==> src/sv/cpce_pkg.sv <==
`default_nettype none
// ----------------------------------------------------------------------------
// cpce_pkg
// Shared types and codes of the circular playlist cursor engine.
// ----------------------------------------------------------------------------
package cpce_pkg;

  // default list capacity
  localparam int unsigned Capacity = 64;

  // fixed field widths
  localparam int unsigned SongW = 16;
  localparam int unsigned PosW  = 6;
  localparam int unsigned LenW  = 7;
  localparam int unsigned OpW   = 3;
  localparam int unsigned DelW  = 7;

  // operation codes
  typedef enum logic [OpW-1:0] {
    OP_APPEND = 3'd0,
    OP_DELETE = 3'd1,
    OP_NEXT   = 3'd2,
    OP_PREV   = 3'd3,
    OP_DUMP   = 3'd4
  } op_e;

  // result status codes
  typedef enum logic [1:0] {
    ST_OK      = 2'd0,
    ST_INVALID = 2'd1,
    ST_FULL    = 2'd2,
    ST_EMPTY   = 2'd3
  } status_e;

  // command broadcast to every cell of the chain
  typedef enum logic [1:0] {
    CELL_HOLD   = 2'd0,
    CELL_APPEND = 2'd1,
    CELL_SHIFT  = 2'd2,
    CELL_ROTATE = 2'd3
  } cell_op_e;

  // input transaction
  typedef struct packed {
    logic [OpW-1:0]   operation;
    logic [SongW-1:0] song_id;
    logic [DelW-1:0]  delete_position;
  } in_t;

  // result transaction
  typedef struct packed {
    logic [SongW-1:0] current_song;
    logic [PosW-1:0]  current_position;
    logic [LenW-1:0]  list_length;
    logic [1:0]       status;
    logic             wrapped;
    logic             last_result;
  } out_t;

endpackage
`default_nettype wire

==> src/sv/circular_playlist_cursor_engine.sv <==
`default_nettype none
// ----------------------------------------------------------------------------
// circular_playlist_cursor_engine
// Circular playlist with a play cursor, stored in a row of cells.
//
//   channel | signals                            | direction
//   --------+------------------------------------+----------
//   input   | in_valid_i, in_stall_o, in_data_i  | in
//   result  | out_valid_o, out_stall_i, out_data_o| out
//
// One transaction at a time. Acceptance applies append or delete compaction,
// then a read pass rotates the occupied cells once around to pick up the
// cursor song and restore order, then the result is loaded; an empty list
// skips the pass. A dump emits one result per pass cycle, so a stalled
// result channel holds the pass. Reset clears the count, cursor and control;
// cell contents need no clearing.
// ----------------------------------------------------------------------------
module circular_playlist_cursor_engine #(
  parameter int unsigned CAPACITY = cpce_pkg::Capacity
) (
  input  wire                clk_i,
  input  wire                rst_ni,
  input  wire                in_valid_i,
  output logic               in_stall_o,
  input  cpce_pkg::in_t      in_data_i,
  output logic               out_valid_o,
  input  wire                out_stall_i,
  output cpce_pkg::out_t     out_data_o
);
  import cpce_pkg::*;

  localparam int unsigned CW = $clog2(CAPACITY + 1);
  localparam int unsigned IW = $clog2(CAPACITY);
  localparam int unsigned PW = (CW > DelW) ? CW : DelW;
  localparam logic [CW-1:0] CapC = CW'(CAPACITY);

  typedef enum logic [2:0] {
    S_IDLE = 3'b001,
    S_PASS = 3'b010,
    S_EMIT = 3'b100
  } state_e;

  state_e        state_q;
  logic [CW-1:0] count_q;
  logic [IW-1:0] cursor_q;
  logic [IW-1:0] step_q;
  logic          dump_q;
  status_e       status_q;
  logic          wrap_q;
  logic [SongW-1:0] song_q;
  logic          out_valid_q;
  out_t          out_q;

  logic [SongW-1:0] head;
  cell_op_e      dec_cmd;
  cell_op_e      cell_cmd;
  logic [IW-1:0] dec_idx;
  logic [CW-1:0] cnt_new;
  logic [IW-1:0] cur_new;
  logic [IW-1:0] cur_fix;
  logic [IW-1:0] cur_adj;
  status_e       dec_st;
  logic          dec_wrap;
  logic          dec_dump;
  logic [PW-1:0] pos_ext;
  logic [PW-1:0] cnt_ext;

  logic accept;
  logic out_free;
  logic last_step;
  logic advance;
  logic load_dump;
  logic load_emit;

  // handshake and pass control
  assign accept    = in_valid_i && (state_q == S_IDLE);
  assign in_stall_o = (state_q != S_IDLE);
  assign out_free  = !out_valid_q || !out_stall_i;
  assign last_step = ((CW'(step_q) + CW'(1)) == count_q);
  assign advance   = (state_q == S_PASS) && (!dump_q || out_free);
  assign load_dump = advance && dump_q;
  assign load_emit = (state_q == S_EMIT) && out_free;

  // operation decode against the current list state
  assign pos_ext = PW'(in_data_i.delete_position);
  assign cnt_ext = PW'(count_q);
  assign cur_fix = (CW'(cursor_q) >= count_q) ? '0 : cursor_q;

  always_comb begin
    dec_cmd  = CELL_HOLD;
    dec_idx  = '0;
    cnt_new  = count_q;
    cur_new  = cursor_q;
    cur_adj  = cursor_q;
    dec_st   = ST_OK;
    dec_wrap = 1'b0;
    dec_dump = 1'b0;
    case (in_data_i.operation)
      OP_APPEND: begin
        if (count_q == CapC) begin
          dec_st = ST_FULL;
        end else begin
          dec_cmd = CELL_APPEND;
          cnt_new = count_q + CW'(1);
          if (count_q == '0) cur_new = '0;
        end
      end
      OP_DELETE: begin
        if (count_q == '0) begin
          dec_st = ST_EMPTY;
        end else if ((pos_ext == '0) || (pos_ext > cnt_ext)) begin
          dec_st = ST_INVALID;
        end else begin
          dec_cmd = CELL_SHIFT;
          dec_idx = IW'(pos_ext - PW'(1));
          cnt_new = count_q - CW'(1);
          cur_adj = (dec_idx < cursor_q) ? (cursor_q - IW'(1)) : cursor_q;
          cur_new = (CW'(cur_adj) >= cnt_new) ? '0 : cur_adj;
        end
      end
      OP_NEXT: begin
        if (count_q == '0) begin
          dec_st = ST_EMPTY;
        end else begin
          dec_wrap = ((CW'(cur_fix) + CW'(1)) >= count_q);
          cur_new  = dec_wrap ? '0 : (cur_fix + IW'(1));
        end
      end
      OP_PREV: begin
        if (count_q == '0) begin
          dec_st = ST_EMPTY;
        end else begin
          dec_wrap = (cur_fix == '0);
          cur_new  = dec_wrap ? IW'(count_q - CW'(1)) : (cur_fix - IW'(1));
        end
      end
      OP_DUMP: begin
        if (count_q == '0) begin
          dec_st = ST_EMPTY;
        end else begin
          dec_dump = 1'b1;
        end
      end
      default: dec_st = ST_INVALID;
    endcase
  end

  // cell command: edit on acceptance, rotate during the read pass
  always_comb begin
    cell_cmd = CELL_HOLD;
    if (accept) begin
      cell_cmd = dec_cmd;
    end else if (advance) begin
      cell_cmd = CELL_ROTATE;
    end
  end

  cpce_chain #(
    .CAPACITY (CAPACITY)
  ) u_chain (
    .clk_i   (clk_i),
    .cmd_i   (cell_cmd),
    .count_i (count_q),
    .idx_i   (dec_idx),
    .song_i  (in_data_i.song_id),
    .head_o  (head)
  );

  // control state
  always_ff @(posedge clk_i or negedge rst_ni) begin
    if (!rst_ni) begin
      state_q     <= S_IDLE;
      count_q     <= '0;
      cursor_q    <= '0;
      step_q      <= '0;
      dump_q      <= 1'b0;
      status_q    <= ST_OK;
      wrap_q      <= 1'b0;
      out_valid_q <= 1'b0;
    end else begin
      case (state_q)
        S_IDLE: begin
          if (accept) begin
            count_q  <= cnt_new;
            cursor_q <= cur_new;
            status_q <= dec_st;
            wrap_q   <= dec_wrap;
            dump_q   <= dec_dump;
            step_q   <= '0;
            state_q  <= (cnt_new != '0) ? S_PASS : S_EMIT;
          end
        end
        S_PASS: begin
          if (advance) begin
            step_q <= step_q + IW'(1);
            if (last_step) state_q <= dump_q ? S_IDLE : S_EMIT;
          end
        end
        S_EMIT: begin
          if (out_free) state_q <= S_IDLE;
        end
        default: state_q <= S_IDLE;
      endcase

      if (load_dump || load_emit) begin
        out_valid_q <= 1'b1;
      end else if (!out_stall_i) begin
        out_valid_q <= 1'b0;
      end
    end
  end

  // cursor song capture and result register
  always_ff @(posedge clk_i) begin
    if (accept) begin
      song_q <= '0;
    end else if (advance && !dump_q && (step_q == cursor_q)) begin
      song_q <= head;
    end

    if (load_dump) begin
      out_q.current_song     <= head;
      out_q.current_position <= PosW'(step_q);
      out_q.list_length      <= LenW'(count_q);
      out_q.status           <= ST_OK;
      out_q.wrapped          <= 1'b0;
      out_q.last_result      <= last_step;
    end else if (load_emit) begin
      out_q.current_song     <= song_q;
      out_q.current_position <= PosW'(cursor_q);
      out_q.list_length      <= LenW'(count_q);
      out_q.status           <= status_q;
      out_q.wrapped          <= wrap_q;
      out_q.last_result      <= 1'b1;
    end
  end

  assign out_valid_o = out_valid_q;
  assign out_data_o  = out_q;

`ifndef NO_ASSERTIONS
  // list never grows beyond its capacity
  a_count_bound : assert property (@(posedge clk_i) disable iff (!rst_ni)
    count_q <= CapC)
    else $error("entry count above capacity");

  // cursor stays on a stored entry
  a_cursor_in_list : assert property (@(posedge clk_i) disable iff (!rst_ni)
    (count_q != '0) |-> (CW'(cursor_q) < count_q))
    else $error("cursor beyond list end");

  // empty list parks the cursor at zero
  a_cursor_empty : assert property (@(posedge clk_i) disable iff (!rst_ni)
    (count_q == '0) |-> (cursor_q == '0))
    else $error("cursor not zero on empty list");

  // list length only changes when a transaction is taken
  a_count_hold : assert property (@(posedge clk_i) disable iff (!rst_ni)
    !(in_valid_i && (state_q == S_IDLE)) |=> $stable(count_q))
    else $error("entry count changed without a transaction");

  // the final dump result returns the engine to idle
  a_dump_end : assert property (@(posedge clk_i) disable iff (!rst_ni)
    (load_dump && last_step) |=> (state_q == S_IDLE) && out_valid_o
      && out_data_o.last_result)
    else $error("dump did not end on its last entry");
`endif

endmodule
`default_nettype wire

==> src/sv/cpce_cell.sv <==
`default_nettype none
// ----------------------------------------------------------------------------
// cpce_cell
// One list slot: holds a song and takes an append, a compaction step from
// its right neighbor, or a rotation step around the occupied part of the row.
// ----------------------------------------------------------------------------
module cpce_cell #(
  parameter int unsigned CAPACITY = cpce_pkg::Capacity,
  parameter int unsigned INDEX    = 0,
  localparam int unsigned CW      = $clog2(CAPACITY + 1),
  localparam int unsigned IW      = $clog2(CAPACITY)
) (
  input  wire                          clk_i,
  input  cpce_pkg::cell_op_e           cmd_i,
  input  wire [CW-1:0]                 count_i,
  input  wire [IW-1:0]                 idx_i,
  input  wire [cpce_pkg::SongW-1:0]    song_i,
  input  wire [cpce_pkg::SongW-1:0]    next_i,
  input  wire [cpce_pkg::SongW-1:0]    head_i,
  output logic [cpce_pkg::SongW-1:0]   data_o
);
  import cpce_pkg::*;

  localparam logic [CW-1:0] IdxC     = CW'(INDEX);
  localparam logic [CW-1:0] IdxNextC = CW'(INDEX + 1);
  localparam logic [IW-1:0] IdxI     = IW'(INDEX);

  logic [SongW-1:0] data_q;
  logic [SongW-1:0] data_d;

  // per-slot next value
  always_comb begin
    data_d = data_q;
    case (cmd_i)
      CELL_APPEND: begin
        if (IdxC == count_i) data_d = song_i;
      end
      CELL_SHIFT: begin
        if (IdxI >= idx_i) data_d = next_i;
      end
      CELL_ROTATE: begin
        if (IdxNextC < count_i) begin
          data_d = next_i;
        end else if (IdxNextC == count_i) begin
          data_d = head_i;
        end
      end
      default: data_d = data_q;
    endcase
  end

  // slot storage
  always_ff @(posedge clk_i) begin
    data_q <= data_d;
  end

  assign data_o = data_q;

endmodule
`default_nettype wire

==> src/sv/cpce_chain.sv <==
`default_nettype none
// ----------------------------------------------------------------------------
// cpce_chain
// Row of list cells; each cell sees its right neighbor and the head cell.
// The head cell is the single read point of the list.
// ----------------------------------------------------------------------------
module cpce_chain #(
  parameter int unsigned CAPACITY = cpce_pkg::Capacity,
  localparam int unsigned CW      = $clog2(CAPACITY + 1),
  localparam int unsigned IW      = $clog2(CAPACITY)
) (
  input  wire                          clk_i,
  input  cpce_pkg::cell_op_e           cmd_i,
  input  wire [CW-1:0]                 count_i,
  input  wire [IW-1:0]                 idx_i,
  input  wire [cpce_pkg::SongW-1:0]    song_i,
  output logic [cpce_pkg::SongW-1:0]   head_o
);
  import cpce_pkg::*;

  logic [SongW-1:0] data [CAPACITY];

  // cell row
  for (genvar i = 0; i < CAPACITY; i++) begin : g_cell
    logic [SongW-1:0] next;
    if (i == CAPACITY - 1) begin : g_tail
      assign next = data[i];
    end else begin : g_mid
      assign next = data[i+1];
    end

    cpce_cell #(
      .CAPACITY (CAPACITY),
      .INDEX    (i)
    ) u_cell (
      .clk_i   (clk_i),
      .cmd_i   (cmd_i),
      .count_i (count_i),
      .idx_i   (idx_i),
      .song_i  (song_i),
      .next_i  (next),
      .head_i  (data[0]),
      .data_o  (data[i])
    );
  end

  assign head_o = data[0];

endmodule
`default_nettype wire

==> config.mk <==
export PLATFORM = sky130hd
export DESIGN_NAME = circular_playlist_cursor_engine
export DESIGN_NICKNAME = d
export VERILOG_FILES = /design/src/sv/cpce_pkg.sv /design/src/sv/circular_playlist_cursor_engine.sv /design/src/sv/cpce_cell.sv /design/src/sv/cpce_chain.sv
export SDC_FILE = /design/constraint.sdc
export NUM_CORES = 2
export LEC_CHECK = 0
export ABC_AREA = 0
export BUFFER_PORTS_ARGS = -buffer_cell sky130_fd_sc_hd__clkbuf_2
export CAP_MARGIN = 20
export CORE_ASPECT_RATIO = 1.1
export CORE_UTILIZATION = 26
export CTS_BUF_LIST = sky130_fd_sc_hd__clkbuf_8
export DETAILED_ROUTE_END_ITERATION = 6
export HOLD_SLACK_MARGIN = 0.06
export PLACE_DENSITY = 0.41
export SETUP_SLACK_MARGIN = 0.5
export SKIP_LAST_GASP = 1
export SYNTH_ARGS = -nofsm -noshare
export SYNTH_HDL_FRONTEND = slang
export SYNTH_SLANG_ARGS = --single-unit
==> constraint.sdc <==
create_clock -name clk_i -period 15.5 [get_ports clk_i]
set_input_delay 2.325 -clock clk_i [delete_from_list [all_inputs] [get_ports clk_i]]
set_output_delay 2.325 -clock clk_i [all_outputs]
set_load 0.03 [all_outputs]
=== Yosys cells after proc, flatten, opt, wreduce, memory -nomap -nowiden ===
Cells that the tools add are included.
W data, S select, Z words.

* Bits in registers: 1100
* Output and inout port bits: 35
* Word-level logic and storage cells: 960

* Reductions and logical operators: 92
* Add/sub/neg operators: 9
* Mux-type cells: 367
* Equal/unequal tests: 281
* Magnitude comparators: 132

{| class="wikitable"
|+ Operators by type and width
! kind !! number
|-
| $mux W16 || 254
|-
| $pmux W16 S3 || 63
|-
| $ne A2 B2 Y1 const B || 140
|-
| $reduce_and A4 Y1 || 65
|-
| $eq A6 B7 Y1 const A || 32
|-
| $lt A6 B7 Y1 const A || 32
|-
| $ge A6 B6 Y1 const A || 31
|-
| $ne A3 B3 Y1 const B || 62
|-
| $eq A5 B7 Y1 const A || 16
|-
| $lt A5 B7 Y1 const A || 16
|-
| $ge A5 B6 Y1 const A || 16
|-
| $mux W6 || 16
|-
| $mux W33 || 2
|-
| $eq A4 B7 Y1 const A || 8
|-
| $lt A4 B7 Y1 const A || 8
|-
| $ge A4 B6 Y1 const A || 8
|-
| $pmux W16 S2 || 1
|-
| $eq A3 B7 Y1 const A || 4
|-
| $lt A3 B7 Y1 const A || 4
|-
| $ge A3 B6 Y1 const A || 4
|-
| $pmux W6 S4 || 1
|-
| $mux W7 || 3
|-
| $mux W3 || 6
|-
| $sub A6 B1 Y6 const B || 3
|-
| other kinds (48) || 86
|}

=== Longest topological paths before layout ===
* Word-level depth: 9
* Gate-level depth with buffers: 22
* Depth with buffers taken out: 20

=== Worst setup path before layout ===
No wires, ideal clock.

* Path type: input to register
* Start: input in_data_i[0] (netlist bit)
* End: register u_chain.g_cell[2].u_cell.data_q[0] (enable)
* Cell stages on the path: 10
* Setup slack: 8.168 ns
* Setup time: 0.478 ns
* Required time: 15.022 ns
* Arrival time: 6.854 ns
* Cell sequence: inv_1 > ha_1 > or3b_2 > or2_1 > clkbuf_1 > nand4_1 > buf_2 > buf_1 > o22ai_1 > a2111oi_0

* Cells in the longest elaborated chain, start to end: 9
* Elaborated cells between the ends (all ways): 20

{| class="wikitable"
|+ Ends and longest elaborated chain
! what !! RTL line !! source
|-
| start: declaration || circular_playlist_cursor_engine.sv:25 || <nowiki>input cpce_pkg::in_t in_data_i,</nowiki>
|-
| parallel branches: the longest is 8 deep, another holds $gt A7 B7 Y1 || - ||
|-
| $reduce_and A4 Y1 (no line) (*) || - ||
|-
| end signal: assignment || cpce_cell.sv:54 || <nowiki>data_q <= data_d;</nowiki>
|-
| end: declaration || cpce_cell.sv:28 || <nowiki>logic [SongW-1:0] data_q;</nowiki>
|}

Mark *: on every way between the ends.
A chain may end at the register's enable or synchronous reset.

=== Worst setup path after layout ===
* Start: input in_data_i[3] (netlist bit)
* End: register cursor_q[3]

* Cells in the longest elaborated chain, start to end: 8
* Elaborated cells between the ends (all ways): 13

{| class="wikitable"
|+ Ends and longest elaborated chain
! what !! RTL line !! source
|-
| $sub A6 B1 Y6 || circular_playlist_cursor_engine.sv:115 || <nowiki>dec_idx = IW'(pos_ext - PW'(1));</nowiki>
|-
| $lt A6 B6 Y1 || circular_playlist_cursor_engine.sv:117 || <nowiki>cur_adj = (dec_idx < cursor_q) ? (cursor_q - IW'(1)) : cursor_q;</nowiki>
|-
| $mux W6 || circular_playlist_cursor_engine.sv:117 ||
|-
| $ge A6 B7 Y1 || circular_playlist_cursor_engine.sv:118 || <nowiki>cur_new = (CW'(cur_adj) >= cnt_new) ? '0 : cur_adj;</nowiki>
|-
| $mux W6 || circular_playlist_cursor_engine.sv:118 ||
|-
| $mux W6 || circular_playlist_cursor_engine.sv:111 || <nowiki>end else if ((pos_ext == '0) || (pos_ext > cnt_ext)) begin</nowiki>
|-
| $mux W6 || circular_playlist_cursor_engine.sv:109 || <nowiki>if (count_q == '0) begin</nowiki>
|-
| $pmux W6 S4 || circular_playlist_cursor_engine.sv:98 || <nowiki>case (in_data_i.operation)</nowiki>
|-
| end signal: assignment || circular_playlist_cursor_engine.sv:185 || <nowiki>cursor_q <= cur_new;</nowiki>
|-
| end: declaration || circular_playlist_cursor_engine.sv:45 || <nowiki>logic [IW-1:0] cursor_q;</nowiki>
|}

Parallel ways exist; a longest one is shown, timed or not. The select of a mux whose other input is x is not followed.

==> out/metrics.cfg <==
[status]
status = finished with violations
violations = design-rule violations

[timing]
worst_pin_slew_ps = 1180
min_period_ps = 6460
fmax_mhz = 155
setup_tns_ps = 0
slew_headroom = 0.216
fin_worst_skew_ps = 54.3
setup_viol = 0
rsz0062_at_grt = no
drv_slew = 0
period_share = 0.417
hold_violations = 0
fin_ws_ps = 9040

[synth]
synthArstFlopShare = 0.0245
ys_types = 79
synth_flop_cell = edfxtp_1
yosys.area.top_type = edfxtp_1
yosysSeqAreaShare = 0.639
yosysWarnings = 0
avgSynthCellArea_um2 = 13.7
synth_fp_nets = 3820
synth_edf_count = 1054
synth_area_mm2 = 0.0512
yosys_register_bits = 1100
synth_top_area_share = 0.618
synthTopCellsByArea = edfxtp_1 (62%), a221o_1 (19%), clkbuf_1 (3.1%)
synth_cells = 3748

[floorplan]
coreArea_mm2 = 0.195
die_w_um = 425
initial_core_util = 0.262
die_h_um = 467
floorplan.rows = 170
die_area_mm2 = 0.199
ios = 65

[worst_setup_path]
start_kind = input pin
reg2reg_slack_ps = 10060
path_class = input pin to flop
critPathSlowestCell = a311oi_2
crit_path_end_kind = flop
required_ps = 16290
crit_path_start = in_data_i[3]
r2r_start = cnt_ext[3]
crit_fanout = 10
cp_data_arrival_time_ps = 7250
cp_cell_sequence = clkbuf_2, or3_1, or3_1, xor2_1, inv_2, ha_1, nand3_1, nand2_1, a311oi_2, and4_1, xnor2_1, ha_1, nand2_1, o31a_1, o21ai_0, inv_1, a222oi_1, mux2i_1
max_stage_delay_ps = 750

[worst_hold_path]
hp-start = out_data_o[1]
hold_class = flop to flop

[routing]
drc_errors = 3
drt_iter0_drc = 4858
drt-wirelength-per-cell_um = 33.7
ant_nets = 0
drtPass1Iterations = 7
via_per_inst = 6.00
finalWirelength_mm = 220
vias = 39100

[clocking]
post_cts_buffers = 0
postCtsResizedCells = 0
clk_latency_ps = 950
cts_buffers = 199
cts_tree = done
cts_max_path_buffers = 3
cts.sinks = 1100
ctsHtreeMaxLevel = 4
holdBufCountCts = 0
path_clk_slew_ps = 60
clock-root-buffer = clkbuf_8

[run]
drv_cap = 0

[finish]
drive_above_1_share = 0.169
ff_latch_area_mm2 = 0.0327
fin_util = 0.301
final_common_cell = edfxtp_1
multi_input_comb_area_mm2 = 0.0171
final_cell_mix = edfxtp_1 (1054), a221o_1 (969), nand2_1 (229), buf_4 (222), clkbuf_8 (205)
fillers = 19700
area_delta_synth_final_pct = 15.0
final_nets = 3847

[global_routing]
antenna_found_initial = 3
grt_overflow = 0
grt_pass1_vias = 38500
grt_max_degree = 91
grt_pass1_wl_mm = 310
grt_usage = 0.216

[placed_design]
port-buffer-count = 64
dpl_worst_slack_ps = 8150
place_congestion = 0.933
dp.final_hpwl_mm = 136

[power_and_ir_drop]
static-leakage-power_nw = 20.2
power_mw = 10.2
p_per_area_mw_per_mm2 = 172
ir_drop_mv = 0.0798

[metal layers]
| layer | global-route usage | vias to the layer above | share of wire |
|---|---|---|---|
| met5 | 0 | - | 0 |
| met4 | 0.0865 | 0 | 0.039 |
| met3 | 0.0431 | 449 | 0.078 |
| met2 | 0.336 | 2032 | 0.45 |
| met1 | 0.293 | 20700 | 0.43 |
| li1 | - | 16000 | - |
[synthesized netlist by cell type (8+ instances only)]
master,instances
a2111oi_0,28
a211oi_1,15
a21o_1,19
a21oi_1,92
a221o_1,969
a221oi_1,12
a22o_1,26
a31oi_1,28
a32oi_1,12
and2_0,10
and2_1,27
and3_1,28
buf_1,20
buf_2,31
clkbuf_1,421
dfrtp_1,26
dfxtp_1,19
edfxtp_1,1054
ha_1,42
inv_1,20
mux2i_1,18
nand2_1,230
nand3_1,48
nand4_1,8
nor2_1,188
nor2b_1,11
nor3_1,49
nor4_1,14
o21ai_0,75
o21ai_1,44
o31ai_1,8
xnor2_1,26
xor2_1,14
[path summary, 6_finish.rpt]
path	to	cells past startpoint
max	cursor_q[3]	18
min reg2reg	out_data_o[1]	1
max in group asynchronous	cnt_ext[3]	1
min in group asynchronous	out_valid_o	1
min	out_data_o[1]	1
max reg2reg	cursor_q[1]	21
[layout make-up]
type / instances / share of cell area
timing repair buffer: 303 / 0.0376
clock buffer: 204 / 0.0477
sequential: 1100 / 0.556
inverter: 27 / 0.00172
multi-input combinational: 2144 / 0.291
tap: 2580 / 0.0548
antenna: 6 / 0.000255
clock inverter: 159 / 0.0118
[flip-flops by register name, indices dropped and copies added (netlist names)]
| name | cells |
|---|---|
| out_data_o | 33 |
| u_chain.g_cell.u_cell.data_o | 1024 |
| out_valid_o | 1 |
| dump_q | 1 |
| wrap_q | 1 |
| song_q | 16 |
| status_q | 2 |
| step_q | 6 |
| state_q | 3 |
| cursor_q | 6 |
| cnt_ext | 7 |
[worst max-delay path: cells and delay by family]
kind	cells	cell delay (ps)
AND/OR/NAND/NOR	6	1280
multiplexers	1	120
AO/OA/AOI/OAI	4	1770
buffers and inverters	3	510
XOR/XNOR	2	570
adder cells (fa/ha/maj)	2	670
[kinds of logic after synthesis]
kind of cell,after synthesis,synth area share
adders and majority gates,42,0.0103
buffers and inverters,504,0.0382
AOI/OAI and AO/OA,1389,0.244
xor gates and xnor gates,40,0.00685
muxes,20,0.00396
DFF,1100,0.639
and+or+nand+nor,653,0.0581
[report_power, final]
group	switching (mW)	internal, mW
combinational	2.35	0.938
clock	1.31	1.22
sequential	0.232	4.11
total	3.89	6.26
[through the flow]
stage | hold WS (ps) | instance area (um2) | cells
detailed placement | 473 | 55100 | 6130
finish | 484 | 58900 | 6523
global route | 491 | 58900 | 6521
global placement | 461 | 54900 | 6104
floorplan | 444 | 51200 | 3748
CTS | 487 | 58600 | 6493
Power figures use the tool's default switching activity.
